<file path="src/hdl/sgm_pkg.sv">
// ----------------------------------------------------------------------------
// sgm_pkg
// Shared constants, types and helpers for the Sobel gradient magnitude block.
// ----------------------------------------------------------------------------
package sgm_pkg;

    localparam int MaxWidth  = 4096;
    localparam int MaxHeight = 4096;
    localparam int MinDim    = 3;
    localparam int PixW      = 8;
    localparam int ColW      = 12;
    localparam int DimW      = 13;
    localparam int CfgIdxW   = 1;
    localparam int QDepth    = 4;
    localparam int QPtrW     = 2;
    localparam int QCntW     = 3;
    localparam int GradW     = 11;
    localparam int AbsW      = 10;
    localparam int SqW       = 20;
    localparam int SumW      = 21;
    localparam int RootBits  = 8;
    localparam int SatLevel  = 255;

    localparam logic [DimW-1:0] WidthReset  = 13'd640;
    localparam logic [DimW-1:0] HeightReset = 13'd480;

    typedef enum logic [CfgIdxW-1:0] {
        REG_FRAME_WIDTH  = 1'b0,
        REG_FRAME_HEIGHT = 1'b1
    } t_cfg_reg;

    // One classified pixel request on its way from the front to the back.
    typedef struct packed {
        logic [PixW-1:0] px;
        logic [ColW-1:0] col;
        logic            wr;    // column inside the frame: update line store and window
        logic            prod;  // interior pixel: a magnitude comes out
        logic            fend;  // last interior pixel of the frame
    } t_item;

    function automatic logic [DimW-1:0] clamp_dim(input logic [DimW-1:0] v,
                                                  input logic [DimW-1:0] hi);
        logic [DimW-1:0] r;
        r = v;
        if (v < DimW'(MinDim)) r = DimW'(MinDim);
        else if (v > hi)       r = hi;
        return r;
    endfunction

endpackage

</file>
<file path="src/hdl/sgm_queue.sv">
// ----------------------------------------------------------------------------
// sgm_queue
// Small request queue between the front and the back.
// ----------------------------------------------------------------------------
module sgm_queue import sgm_pkg::*; (
    input  logic  i_clk,
    input  logic  i_rst_n,
    input  logic  i_push,
    input  t_item i_item,
    input  logic  i_pop,
    output t_item o_item,
    output logic  o_full,
    output logic  o_empty
);

    t_item             r_mem [QDepth];
    logic [QPtrW-1:0]  r_wp, r_rp;
    logic [QCntW-1:0]  r_cnt;

    assign o_full  = r_cnt == QCntW'(QDepth);
    assign o_empty = r_cnt == '0;
    assign o_item  = r_mem[r_rp];

    always_ff @(posedge i_clk) begin
        if (i_push) r_mem[r_wp] <= i_item;
    end

    always_ff @(posedge i_clk) begin
        if (!i_rst_n) begin
            r_wp  <= '0;
            r_rp  <= '0;
            r_cnt <= '0;
        end else begin
            if (i_push) r_wp <= r_wp + QPtrW'(1);
            if (i_pop)  r_rp <= r_rp + QPtrW'(1);
            r_cnt <= r_cnt + QCntW'(i_push) - QCntW'(i_pop);
        end
    end

endmodule

</file>
<file path="config.mk">
export PLATFORM = sky130hd
export DESIGN_NAME = sgm_queue
export DESIGN_NICKNAME = d
export VERILOG_FILES = /design/src/hdl/sgm_pkg.sv /design/src/hdl/sgm_queue.sv
export SDC_FILE = /design/constraint.sdc
export NUM_CORES = 1
export LEC_CHECK = 0
export ABC_AREA = 0
export ABC_CLOCK_PERIOD_IN_PS = 3100
export BUFFER_PORTS_ARGS = -buffer_cell sky130_fd_sc_hd__buf_2
export CAP_MARGIN = 20
export CORE_MARGIN = 5
export CORE_UTILIZATION = 50
export DETAILED_ROUTE_END_ITERATION = 7
export PLACE_DENSITY_LB_ADDON = 0.3
export RECOVER_POWER = 50
export SLEW_MARGIN = 15
export SYNTH_ARGS = -nofsm -noshare
export SYNTH_HDL_FRONTEND = slang
export SYNTH_SLANG_ARGS = --single-unit
</file>
<file path="constraint.sdc">
create_clock -name i_clk -period 3.1 [get_ports i_clk]
set_input_delay 0.155 -clock i_clk [delete_from_list [all_inputs] [get_ports i_clk]]
set_output_delay 0.155 -clock i_clk [all_outputs]
set_load 0.01 [all_outputs]
</file>
==> metrics.txt <==
status=finished with violations; failing checks=max-capacitance violations, max-slew violations; Synth top area share=72.78%; Critical Path RT=3.05 ns; # diodes=0; synthesis warning total=0; Layout Cells excl Fill=342; CTS Buf Count=9; Post-route DRC=0; H-tree lvl count=3; Final Max Slew Viols=23; R2R depth=4; Die Span X=97.14 um; Synth Flop Type=edfxtp_1; f_max=about 0.46 GHz; Routed Wire Length=6089 um; clk_skew=0.01234 ns; critical path class=register to register; Vias/cell=a little over 5; worst slew pin tran=1.506 ns; Nets=272; Rel. slew slack=-0.3837%; GRT Resource Usage Total=13.59%; met3 routed wirelength=271 um; CTS tree=yes; Max-cap violations=1; Multi-input gate area=765.7 sq um; number of synthesized flops with an enable pin=92; Clock Sinks=slightly above 100; min Tclk post-route=2.164 ns; initial antenna violation count=0; Sum Neg Setup Slack=0 ns; register area share after synthesis=77.52%; Metal-1 WL=2543 um; Cell variety after synth=20; Worst EP arrival=~2.1 ns; DP Cell Count=314; pin count of the biggest net entering global routing=24; Clk pin slew, worst setup/hold paths=roughly 0.09 ns; # Post-CTS Setup Buffers=0; Net Count, Synth=197; layout cells sized above 1=27.98%; top cells by area, synth=edfxtp_1 73%, mux4_2 12%, dfxtp_1 4.7%, mux4_1 2.1%, ha_1 2.0%; fill count=roughly 540; CTS root buffer=clkbuf_8; die footprint=9435 sq um; DP HPWL=3947 um; last weighted congestion value of the routability-driven placer=0.7134; Period Utilization, post-route=69.80%; Ports=between 50 and 60; grt ovf=0; top-count cell post-synth=edfxtp_1; CP startpoint kind=register; register area=2944 sq um; worst-path cell chain=inv_1, ha_1, and2_1, clkbuf_1; Max VDD drop=around 0.30 mV; synthesis-stage register bit count=just over 100; total core area=7331 sq um; LEAKAGE=1.495 nW; clk_lat worst skew=0.35 ns; Synth Instances=163; hold crit path type=primary input to register; clk buf depth=2; hold depth=2; drt wl/cell=17.80 um; Hold Fails Final Rpt=0; setup ws final=0.9363 ns; CP endpoint kind=register; RSZ-0062 raised after global routing=false; Final ANT Viol Nets=0; CP Max Fanout=23; port buffer count=51; Post-synth ARST share=0%; # rows=31; total iterations of the first detailed-routing run=4; highest routed layer=met4; Synth area leader=edfxtp_1; final setup fails=0; via count=about 1700; Die Ht=roughly 97 um; first-pass GRT wire length=9708 um; crit-path max cell delay=1.09 ns; Met2 Wirelength=3234 um; Commonest cells post-synth=92 x edfxtp_1, 20 x mux4_2, 9 x dfxtp_1, 7 x inv_1; Syn Area/Cell=between 20 and 25 sq um; Final Total Pwr=2.737 mW; number of global-route vias before repair=1854; Slowest cell on crit path=clkbuf_1; PD cells=615.4 nW/um^2; Area Overhead vs Synth=17.14%; Initial Util=51.78%; Place WS=1.265 ns; Post-Syn Area=3796 sq um; initial drt markers=between 40 and 50
-- routing by layer --
layer	track usage, %	up-vias
met5	0	-
met4	6.156	0
met3	3.518	4
met2	22.35	40
met1	16.99	888
li1	-	810
-- path summary, 6_finish.rpt --
kind                               from      endpoint  slack, ns
worst max-delay path            r_wp[1]  r_mem[1][19]       0.94
worst min-delay path            i_rst_n      r_cnt[1]       0.03
worst max register to register  r_wp[1]  r_mem[1][19]       0.94
worst min register to register  r_rp[0]      register       0.56
-- where the power goes --
| group | leakage (nW) | total [mW] | internal, mW | switching, mW |
|---|---|---|---|---|
| combinational | 0.481 | 0.312 | 0.163 | 0.150 |
| sequential | 0.920 | 1.60 | 1.56 | 0.0382 |
| clock | 0.0944 | 0.822 | 0.384 | 0.439 |
| total | 1.49 | 2.74 | 2.11 | 0.627 |
-- area by class of cell --
cell class                 count  area share (%)
timing repair buffer          69           8.582
inverter                       7          0.5909
clock buffer                   9           2.786
sequential                   101           66.21
tap                           99           2.786
clock inverter                 7           1.829
multi-input combinational     50           17.22
-- state kept, by name, summed over array words and instances (netlist names), named ones only --
name	cells
r_rp	2
r_wp	2
r_cnt	3
r_mem	92
-- per-stage QoR --
step	cell area, sq um	hold slack (ns)	utilization [%]
global placement	4160	0.3721	56.75
global route	4447	0.03141	60.66
detailed placement	4160	0.3759	56.75
CTS	4375	0.0006120	59.69
finish	4447	0.03315	60.66
floorplan	3796	0.2539	-
-- what timing repair did --
item | CTS | global route
hold buffers | 1 | 11
hold endpoints to repair | 4 | 34
resized for setup | 0 | 0
-- cells in the final DEF, fill, tap and decap left out, drive strengths merged, types with 2 or more instances in the layout --
master,Yosys,layout
and2,6,6
buf,5,30
clkbuf,0,36
clkinvlp,0,3
dfxtp,9,9
dlygate4sd3,0,12
edfxtp,92,92
ha,6,6
inv,7,10
mux4,23,23
nor2,5,5
xnor2,2,2
-- worst max-delay path: cells and delay by family (launching register included) --
family,cells,cell delay (ns)
adder cells (fa/ha/maj),1,0.13
buffers and inverters,2,1.18
flip-flops,1,0.35
AND/OR/NAND/NOR,1,0.11
-- cells by family (layout without fill, tap and decap cells) --
logic type      after synthesis  count (layout)  share of synthesized area, %
simple gates                 14              14                         1.978
mux                          24              24                         14.21
buf+inv                      12              92                         2.307
xor+xnor                      3               3                         1.088
flops                       101             101                         77.52
fa+ha+maj                     7               7                         2.505
compound gates                2               2                        0.3954
(Power assumes the default switching activity.)
