File: src/hdl/sgm_pkg.sv
// ----------------------------------------------------------------------------
// sgm_pkg
// Shared constants, types and helpers for the Sobel gradient magnitude block.
// ----------------------------------------------------------------------------
package sgm_pkg;

    localparam int MaxWidth  = 4096;
    localparam int MaxHeight = 4096;
    localparam int MinDim    = 3;
    localparam int PixW      = 8;
    localparam int ColW      = 12;
    localparam int DimW      = 13;
    localparam int CfgIdxW   = 1;
    localparam int QDepth    = 4;
    localparam int QPtrW     = 2;
    localparam int QCntW     = 3;
    localparam int GradW     = 11;
    localparam int AbsW      = 10;
    localparam int SqW       = 20;
    localparam int SumW      = 21;
    localparam int RootBits  = 8;
    localparam int SatLevel  = 255;

    localparam logic [DimW-1:0] WidthReset  = 13'd640;
    localparam logic [DimW-1:0] HeightReset = 13'd480;

    typedef enum logic [CfgIdxW-1:0] {
        REG_FRAME_WIDTH  = 1'b0,
        REG_FRAME_HEIGHT = 1'b1
    } t_cfg_reg;

    // One classified pixel request on its way from the front to the back.
    typedef struct packed {
        logic [PixW-1:0] px;
        logic [ColW-1:0] col;
        logic            wr;    // column inside the frame: update line store and window
        logic            prod;  // interior pixel: a magnitude comes out
        logic            fend;  // last interior pixel of the frame
    } t_item;

    function automatic logic [DimW-1:0] clamp_dim(input logic [DimW-1:0] v,
                                                  input logic [DimW-1:0] hi);
        logic [DimW-1:0] r;
        r = v;
        if (v < DimW'(MinDim)) r = DimW'(MinDim);
        else if (v > hi)       r = hi;
        return r;
    endfunction

endpackage

File: src/hdl/sgm_front.sv
// ----------------------------------------------------------------------------
// sgm_front
// Configuration registers, raster position counters and request classification.
// ----------------------------------------------------------------------------
module sgm_front import sgm_pkg::*; (
    input  logic               i_clk,
    input  logic               i_rst_n,
    input  logic               i_cfg_we,
    input  logic [CfgIdxW-1:0] i_cfg_idx,
    input  logic [DimW-1:0]    i_cfg_data,
    input  logic               i_pix_valid,
    output logic               o_pix_ready,
    input  logic [PixW-1:0]    i_pixel_value,
    input  logic               i_frame_start,
    input  logic               i_q_full,
    output logic               o_push,
    output t_item              o_item
);

    logic [DimW-1:0] r_width, r_height;
    logic [ColW-1:0] r_col, r_row, n_col, n_row;
    logic [DimW-1:0] w_eff, h_eff, col13, row13;
    logic [ColW-1:0] col, row;

    always_ff @(posedge i_clk) begin
        if (!i_rst_n) begin
            r_width  <= WidthReset;
            r_height <= HeightReset;
        end else if (i_cfg_we) begin
            unique case (t_cfg_reg'(i_cfg_idx))
                REG_FRAME_WIDTH:  r_width  <= i_cfg_data;
                REG_FRAME_HEIGHT: r_height <= i_cfg_data;
                default: ;
            endcase
        end
    end

    always_comb begin
        w_eff  = clamp_dim(r_width, DimW'(MaxWidth));
        h_eff  = clamp_dim(r_height, DimW'(MaxHeight));
        col    = i_frame_start ? '0 : r_col;
        row    = i_frame_start ? '0 : r_row;
        col13  = {1'b0, col};
        row13  = {1'b0, row};

        o_item.px   = i_pixel_value;
        o_item.col  = col;
        o_item.wr   = col13 < w_eff;
        o_item.prod = (col13 < w_eff) && (col >= ColW'(2)) && (row >= ColW'(2))
                      && (row13 < h_eff);
        o_item.fend = (row13 == h_eff - 13'd1) && (col13 == w_eff - 13'd1);

        // Wrap at the row end; past the last row the frame starts over.
        if (col13 + 13'd1 >= w_eff) begin
            n_col = '0;
            n_row = (row13 + 13'd1 >= h_eff) ? '0 : row + ColW'(1);
        end else begin
            n_col = col + ColW'(1);
            n_row = row;
        end

        o_pix_ready = !i_q_full;
        o_push      = i_pix_valid && !i_q_full;
    end

    always_ff @(posedge i_clk) begin
        if (!i_rst_n) begin
            r_col <= '0;
            r_row <= '0;
        end else if (o_push) begin
            r_col <= n_col;
            r_row <= n_row;
        end
    end

endmodule

File: config.mk
export PLATFORM = sky130hd
export DESIGN_NAME = sgm_front
export DESIGN_NICKNAME = d
export VERILOG_FILES = /design/src/hdl/sgm_pkg.sv /design/src/hdl/sgm_front.sv
export SDC_FILE = /design/constraint.sdc
export NUM_CORES = 1
export LEC_CHECK = 0
export BUFFER_PORTS_ARGS = -buffer_cell sky130_fd_sc_hd__buf_4
export CAP_MARGIN = 10
export CORE_AREA = 4 4 112 114
export DETAILED_ROUTE_END_ITERATION = 8
export DIE_AREA = 0 0 116 118
export GPL_ROUTABILITY_DRIVEN = 0
export HOLD_SLACK_MARGIN = 0.15
export RECOVER_POWER = 50
export SETUP_SLACK_MARGIN = 0.05
export SYNTH_ARGS = -nofsm -noshare
export SYNTH_HDL_FRONTEND = slang
export SYNTH_SLANG_ARGS = --single-unit
File: constraint.sdc
create_clock -name i_clk -period 6.9 [get_ports i_clk]
set_input_delay 0.345 -clock i_clk [delete_from_list [all_inputs] [get_ports i_clk]]
set_output_delay 0.345 -clock i_clk [all_outputs]
set_load 0.1 [all_outputs]
==> metrics.cfg, run 1 <==
[layout]
antenna_cells = 0
stdcell_count = 825
layout.nets = 767
multi_input_area_mm2 = 0.003729
areaGrowthSynthToFinish_pct = 6.389
stdcell_area_mm2 = 0.005396
drive_gt1_share_pct = 8.651
fin_util_pct = 47.26
final-seq-area_mm2 = 0.001001
fillers = 1205

[timing]
fin_crit_ns = 4.928
clock_skew_ns = 0.008871
fin_ws_ns = 1.972
finalHoldViolations = 0
tns_ns = 0
setup-violations-final = 0
timing.final.crit_share_pct = 71.42
fin_hold_ws_ns = 0.3034
fmax_mhz = 202.9
relSlewSlack_pct = 22.62
timing.final.max_slew_violations = 0
tightest_slew_ns = 1.166
rsz0062_at_grt = false

[die]
start_util_pct = 44.42
io_pins = 53
row_count = 39
dieArea_mm2 = 0.01369
die_w_um = 116
die_height_um = 118
design.core.area_mm2 = 0.01142

[synthesis]
yosys.area.top_type = dfxtp_1
ys_dominant_reg_cell = dfxtp_1
synth_top_family_by_area = simple AND/OR/NAND/NOR gates
synth-compound-area-share_pct = 23.26
yosysMostFrequentCell = nand2_1
syn_nets = 778
synth-xor-area-share_pct = 6.043
synth_cell_types = 64
netlist.area_leader.share_pct = 19.73
synthSimpleGateAreaFrac_pct = 29.70
synth_area_per_cell_um2 = 7.309
synth_edf_count = 0
synthCells = 694
ys_warn_count = 0
ys_seq_elements = 50
synth_common_cells = nand2_1, ha_1, dfxtp_1
seq_area_frac_synth_pct = 19.73
ys_top_cells_by_area = dfxtp_1, ha_1, nand2_1
muxShareOfSynthArea_pct = 0.5920
async_reset_ff_share_pct = 0
netlist_area_mm2 = 0.005072
synth-adder-area-share_pct = 13.81

[status]
status = finished clean

[placement]
dp_hpwl_mm = 11.30
post-place-cells = 819
post-place-ws_ns = 2.342
place_area_mm2 = 0.005273
port_buffers = 36

[routing]
drtAntennaViolNets = 0
vias_per_cell = 5.961
vias = 4918
wl_per_cell_um = 17.80
remaining_drc_errors = 0
routed_wl_mm = 14.68
drt-initial-drc-count = 340
dr.pass1.iters = 5

[setup_path]
crit_slowest_cell = dfxtp_1
critPathArrivalTime_ns = 4.58
start_kind = flip-flop
worstSetupEndpointType = output pin
cp_max_fo = 20
crit_buf_inv = 2
worstPathRequired_ns = 6.55
cpPeakStageDelay_ns = 0.72
path_cells = inv_1 > o21ai_0 > ha_1 > o21ai_0 > a2111oi_2 > o211ai_1 > or4_1 > or4_1 > a2111oi_2 > buf_4
crit_family = compound AO/OA/AOI/OAI gates
worstSetupPathType = reg -> out

[cts]
clk_pin_slew_ns = 0.06
cts_buffers = 5
cts_setup_buffers = 0
clock_latency_ns = 0.29
cts_hold_buf = 0
clk_path_buf_depth = 2
cts_resized = 0
tritoncts = done
cts_root_buf = clkbuf_16
htree_levels = 2
clkSinkCount = 50

[pwr]
powerDensity_mw_per_mm2 = 141.3
p_comb_share_pct = 25.6
power_mw = 0.7626
seq_power_share_pct = 42.3
pwr-share-clk_pct = 32.1
power_switching_mw = 0.2453
swShare_pct = 32.16
power.leakage_nw = 2.225
p_int_mw = 0.5173
peakVddDrop_mv = 0.07536

[min_path]
hp-class = in -> reg

[global_routing]
grt_max_degree = 52
track_usage_pct = 21.74
antenna_found_initial = 0
overflow = 0
grt_pass1_vias = 4679
grt_first_pass_wirelength_mm = 24.47

[run]
drv_cap = 0

==> state kept, by name, indices dropped and copies added, names as in the netlist <==
register / count
r_col: 12
r_height: 13
r_row: 12
r_width: 13
==> power by group through the flow <==
stage	logic, mW	registers [mW]	clock network [mW]
CTS	0.194	0.322	0.251
finish	0.195	0.323	0.245
global route	0.220	0.325	0.258
global placement	0.190	0.328	0
floorplan	0.177	0.316	0
detailed placement	0.193	0.329	0
==> layout by cell type (no fill, tap or decap), types with 10 or more instances in the layout <==
master / count
nand2_1: 113
ha_1: 56
dfxtp_1: 50
nor2_1: 39
nand3_1: 34
buf_4: 34
a21boi_0: 33
o21ai_0: 32
a21oi_1: 27
xnor2_1: 24
nor2b_1: 21
inv_1: 16
nand2b_1: 15
nand4_1: 13
nor4_1: 12
a31oi_1: 12
nor3_1: 11
xor2_1: 11
and3_1: 10
==> cells by family after synthesis <==
group / Yosys count
muxes: 3
adders and majority gates: 56
xor gates and xnor gates: 35
and+or+nand+nor: 301
AOI/OAI and AO/OA: 172
buffers and inverters: 77
DFF: 50
==> area by class of cell <==
class	instances	share of cell area, %
inverter	21	1.461
timing repair buffer	38	5.008
clock buffer	6	2.574
multi-input combinational	567	69.09
tap	143	3.316
sequential	50	18.55
==> routing by layer <==
metal	part of all wire (%)	GRT usage, %	vias up
met5	0	0	-
met1	46	30.65	2295
met2	46	34.03	144
met3	5.9	4.113	27
li1	-	-	2452
met4	1.7	5.149	0
==> final timing paths <==
check,slack [ns],startpoint,cells after the start,endpoint
setup / recovery,1.97,r_height[12],10,o_item[0]
setup reg to reg,2.59,r_col[1],14,r_col[3]
hold / removal,0.30,i_cfg_data[8],3,r_height[8]
hold reg to reg,0.47,r_col[7],2,r_col[7]
==> worst reg2reg max path, stage by stage (launching register included) <==
cell      delay (ns)
dfxtp_1         0.44
nor2b_1         0.46
ha_1            0.27
and3_1          0.20
nand3_1         0.16
nor3_1          0.33
xor2_1          0.24
ha_1            0.28
a21o_1          0.16
a21o_1          0.17
a21oi_1         0.42
and2_0          0.45
buf_4           0.31
nand3_1         0.11
a21boi_0        0.23
Note: power is estimated with default switching activity, not from simulation.
==> run 2: changes to the inputs <==
clock period = 4.66 ns   (was 6.9 ns; I/O delays follow)
==> run 2 against run 1 <==
  * Power increased by 59%
  * Critical path depth increased by 4
  * Non-clock buffer count increased by 14
  * First-iteration DRC count increased by 44%
  * Sequential cell count unchanged
  * Global-route usage increased by 0.58 points
  * Worst setup slack got worse by 1.6 ns
  * Design area increased by 3.7%
  * Utilization increased by 1.8 points
  * Wire length increased by 3.9%
  * Combinational power increased by 59%
==> metrics.cfg, run 2 (synthesis gave the netlist of run 1 again) <==
[status]
status = finished clean

[pwr]
power_mw = 1.213
power.leakage_nw = 2.312
powerDensity_mw_per_mm2 = 216.7
peakVddDrop_mv = 0.1063

[setup_path]
worstSetupPathType = reg -> out
r2r_cells = 13
cpPeakStageDelay_ns = 0.56
cp_max_fo = 9
crit_family = simple AND/OR/NAND/NOR gates
path_cells = nor3_4 > and3_4 > nor2_1 > nor2_2 > inv_1 > ha_2 > nor4bb_1 > a31oi_1 > o21ai_0 > o211ai_1 > or4_1 > or4_4 > a2111oi_4 > buf_6
worstSetupEndpointType = output pin
cp.depth = 14
start_kind = flip-flop
crit_buf_inv = 2
critPathArrivalTime_ns = 4.10
worstPathRequired_ns = 4.43
crit_slowest_cell = or4_4

[layout]
antenna_cells = 0
drive_gt1_share_pct = 11.89
final_cell_mix = nand2_1, ha_1, dfxtp_1
final-seq-area_mm2 = 0.001001
stdcell_count = 841
fillers = 1156
layout.nets = 781
final_common_cell = nand2_1
multi_input_area_mm2 = 0.003797
areaGrowthSynthToFinish_pct = 10.36
stdcell_area_mm2 = 0.005598
top_regs = r_height (13), r_width (13)
fin_util_pct = 49.02

[die]
die_height_um = 118
design.core.area_mm2 = 0.01142
dieArea_mm2 = 0.01369
io_pins = 53
row_count = 39
die_w_um = 116
start_util_pct = 44.42

[timing]
tightest_slew_ns = 1.180
clock_skew_ns = 0.006240
setup-violations-final = 0
timing.final.crit_share_pct = 92.91
fmax_mhz = 231.0
rsz0062_at_grt = false
relSlewSlack_pct = 21.69
fin_crit_ns = 4.330
finalHoldViolations = 0
timing.final.max_slew_violations = 0

[routing]
vias_per_cell = 5.994
vias = 5041
remaining_drc_errors = 0
dr.pass1.iters = 5
drt-initial-drc-count = 489
drtAntennaViolNets = 0
routed_wl_mm = 15.26
wl_per_cell_um = 18.15

[global_routing]
antenna_found_initial = 1
track_usage_pct = 22.31
grt_first_pass_wirelength_mm = 24.73
grt_max_degree = 52
grt_pass1_vias = 4845
overflow = 0

[run]
drv_cap = 0

[placement]
port_buffers = 36
post-place-cells = 829
place_area_mm2 = 0.005376
dp_hpwl_mm = 11.76

[cts]
cts_buffers = 5
cts_hold_buf = 0
tritoncts = done
clkSinkCount = 50
htree_levels = 2
clk_pin_slew_ns = 0.07
clock_latency_ns = 0.30
clk_path_buf_depth = 2
cts_root_buf = clkbuf_16

[min_path]
hold_path_depth = 3
hp-class = in -> reg

## run 2: cell types whose count changed in the layout (fill, tap and decap cells not counted), sizes merged
| cell | delta |
|---|---|
| buf | +14 |
| bufinv | +1 |
| clkbuf | +1 |
## run 2: report_power, final
part	internal (mW)	leakage, nW	total (mW)	switching, mW
Clock	0.255	0.0781	0.430	0.176
Sequential	0.445	0.409	0.473	0.0274
Combinational	0.120	1.83	0.310	0.190
## run 2: final timing paths
| path | from | to | slack [ns] |
|---|---|---|---|
| worst min register to register | r_col[9] | r_col[9] | 0.47 |
| worst min-delay path | i_cfg_data[7] | r_height[7] | 0.17 |
| worst max register to register | r_col[1] | r_col[1] | 0.77 |
| worst max-delay path | r_height[3] | o_item[0] | 0.33 |
## run 2: area by class of cell
cell class	instances	share of cell area, %
multi-input combinational	567	67.84
timing repair buffer	52	6.772
clock buffer	7	2.369
clock inverter	1	0.5364
tap	143	3.196
sequential	50	17.88
inverter	21	1.408
## run 2: per-layer routing
metal / vias to the layer above / GRT usage [%] / routed length, um
li1: 2474 / - / -
met1: 2325 / 30.42 / 6744
met2: 188 / 33.96 / 6897
met3: 52 / 4.884 / 1082
met4: 2 / 8.702 / 527
met5: - / 0 / 12
## run 2: repair_timing
| action | CTS | global route |
|---|---|---|
| endpoints found under the setup margin | 1 | 1 |
| buffers inserted | 0 | 4 |
| pin swaps | 0 | 2 |
| resized for setup | 1 | 11 |
## run 2: through the flow
step                      worst slack (ns)  hold WS (ns)  setup TNS, ns
after floorplan                   -0.01136        0.3570       -0.01136
after global placement              0.4802        0.4481              0
after detailed placement            0.3928        0.4667              0
after CTS                          0.06915        0.1692              0
after global routing               0.02565        0.1865              0
final                               0.3302        0.1717              0
## run 2: worst reg2reg max path, stage by stage (launching register included)
cell     delay, ns
dfxtp_1       0.47
nor2b_2       0.37
ha_1          0.24
and3_1        0.23
nand3_1       0.16
nor3_1        0.31
xor2_1        0.24
ha_1          0.28
a21o_1        0.16
a21o_1        0.17
a21oi_1       0.41
nand2_1       0.38
o31ai_1       0.28
and2_1        0.15
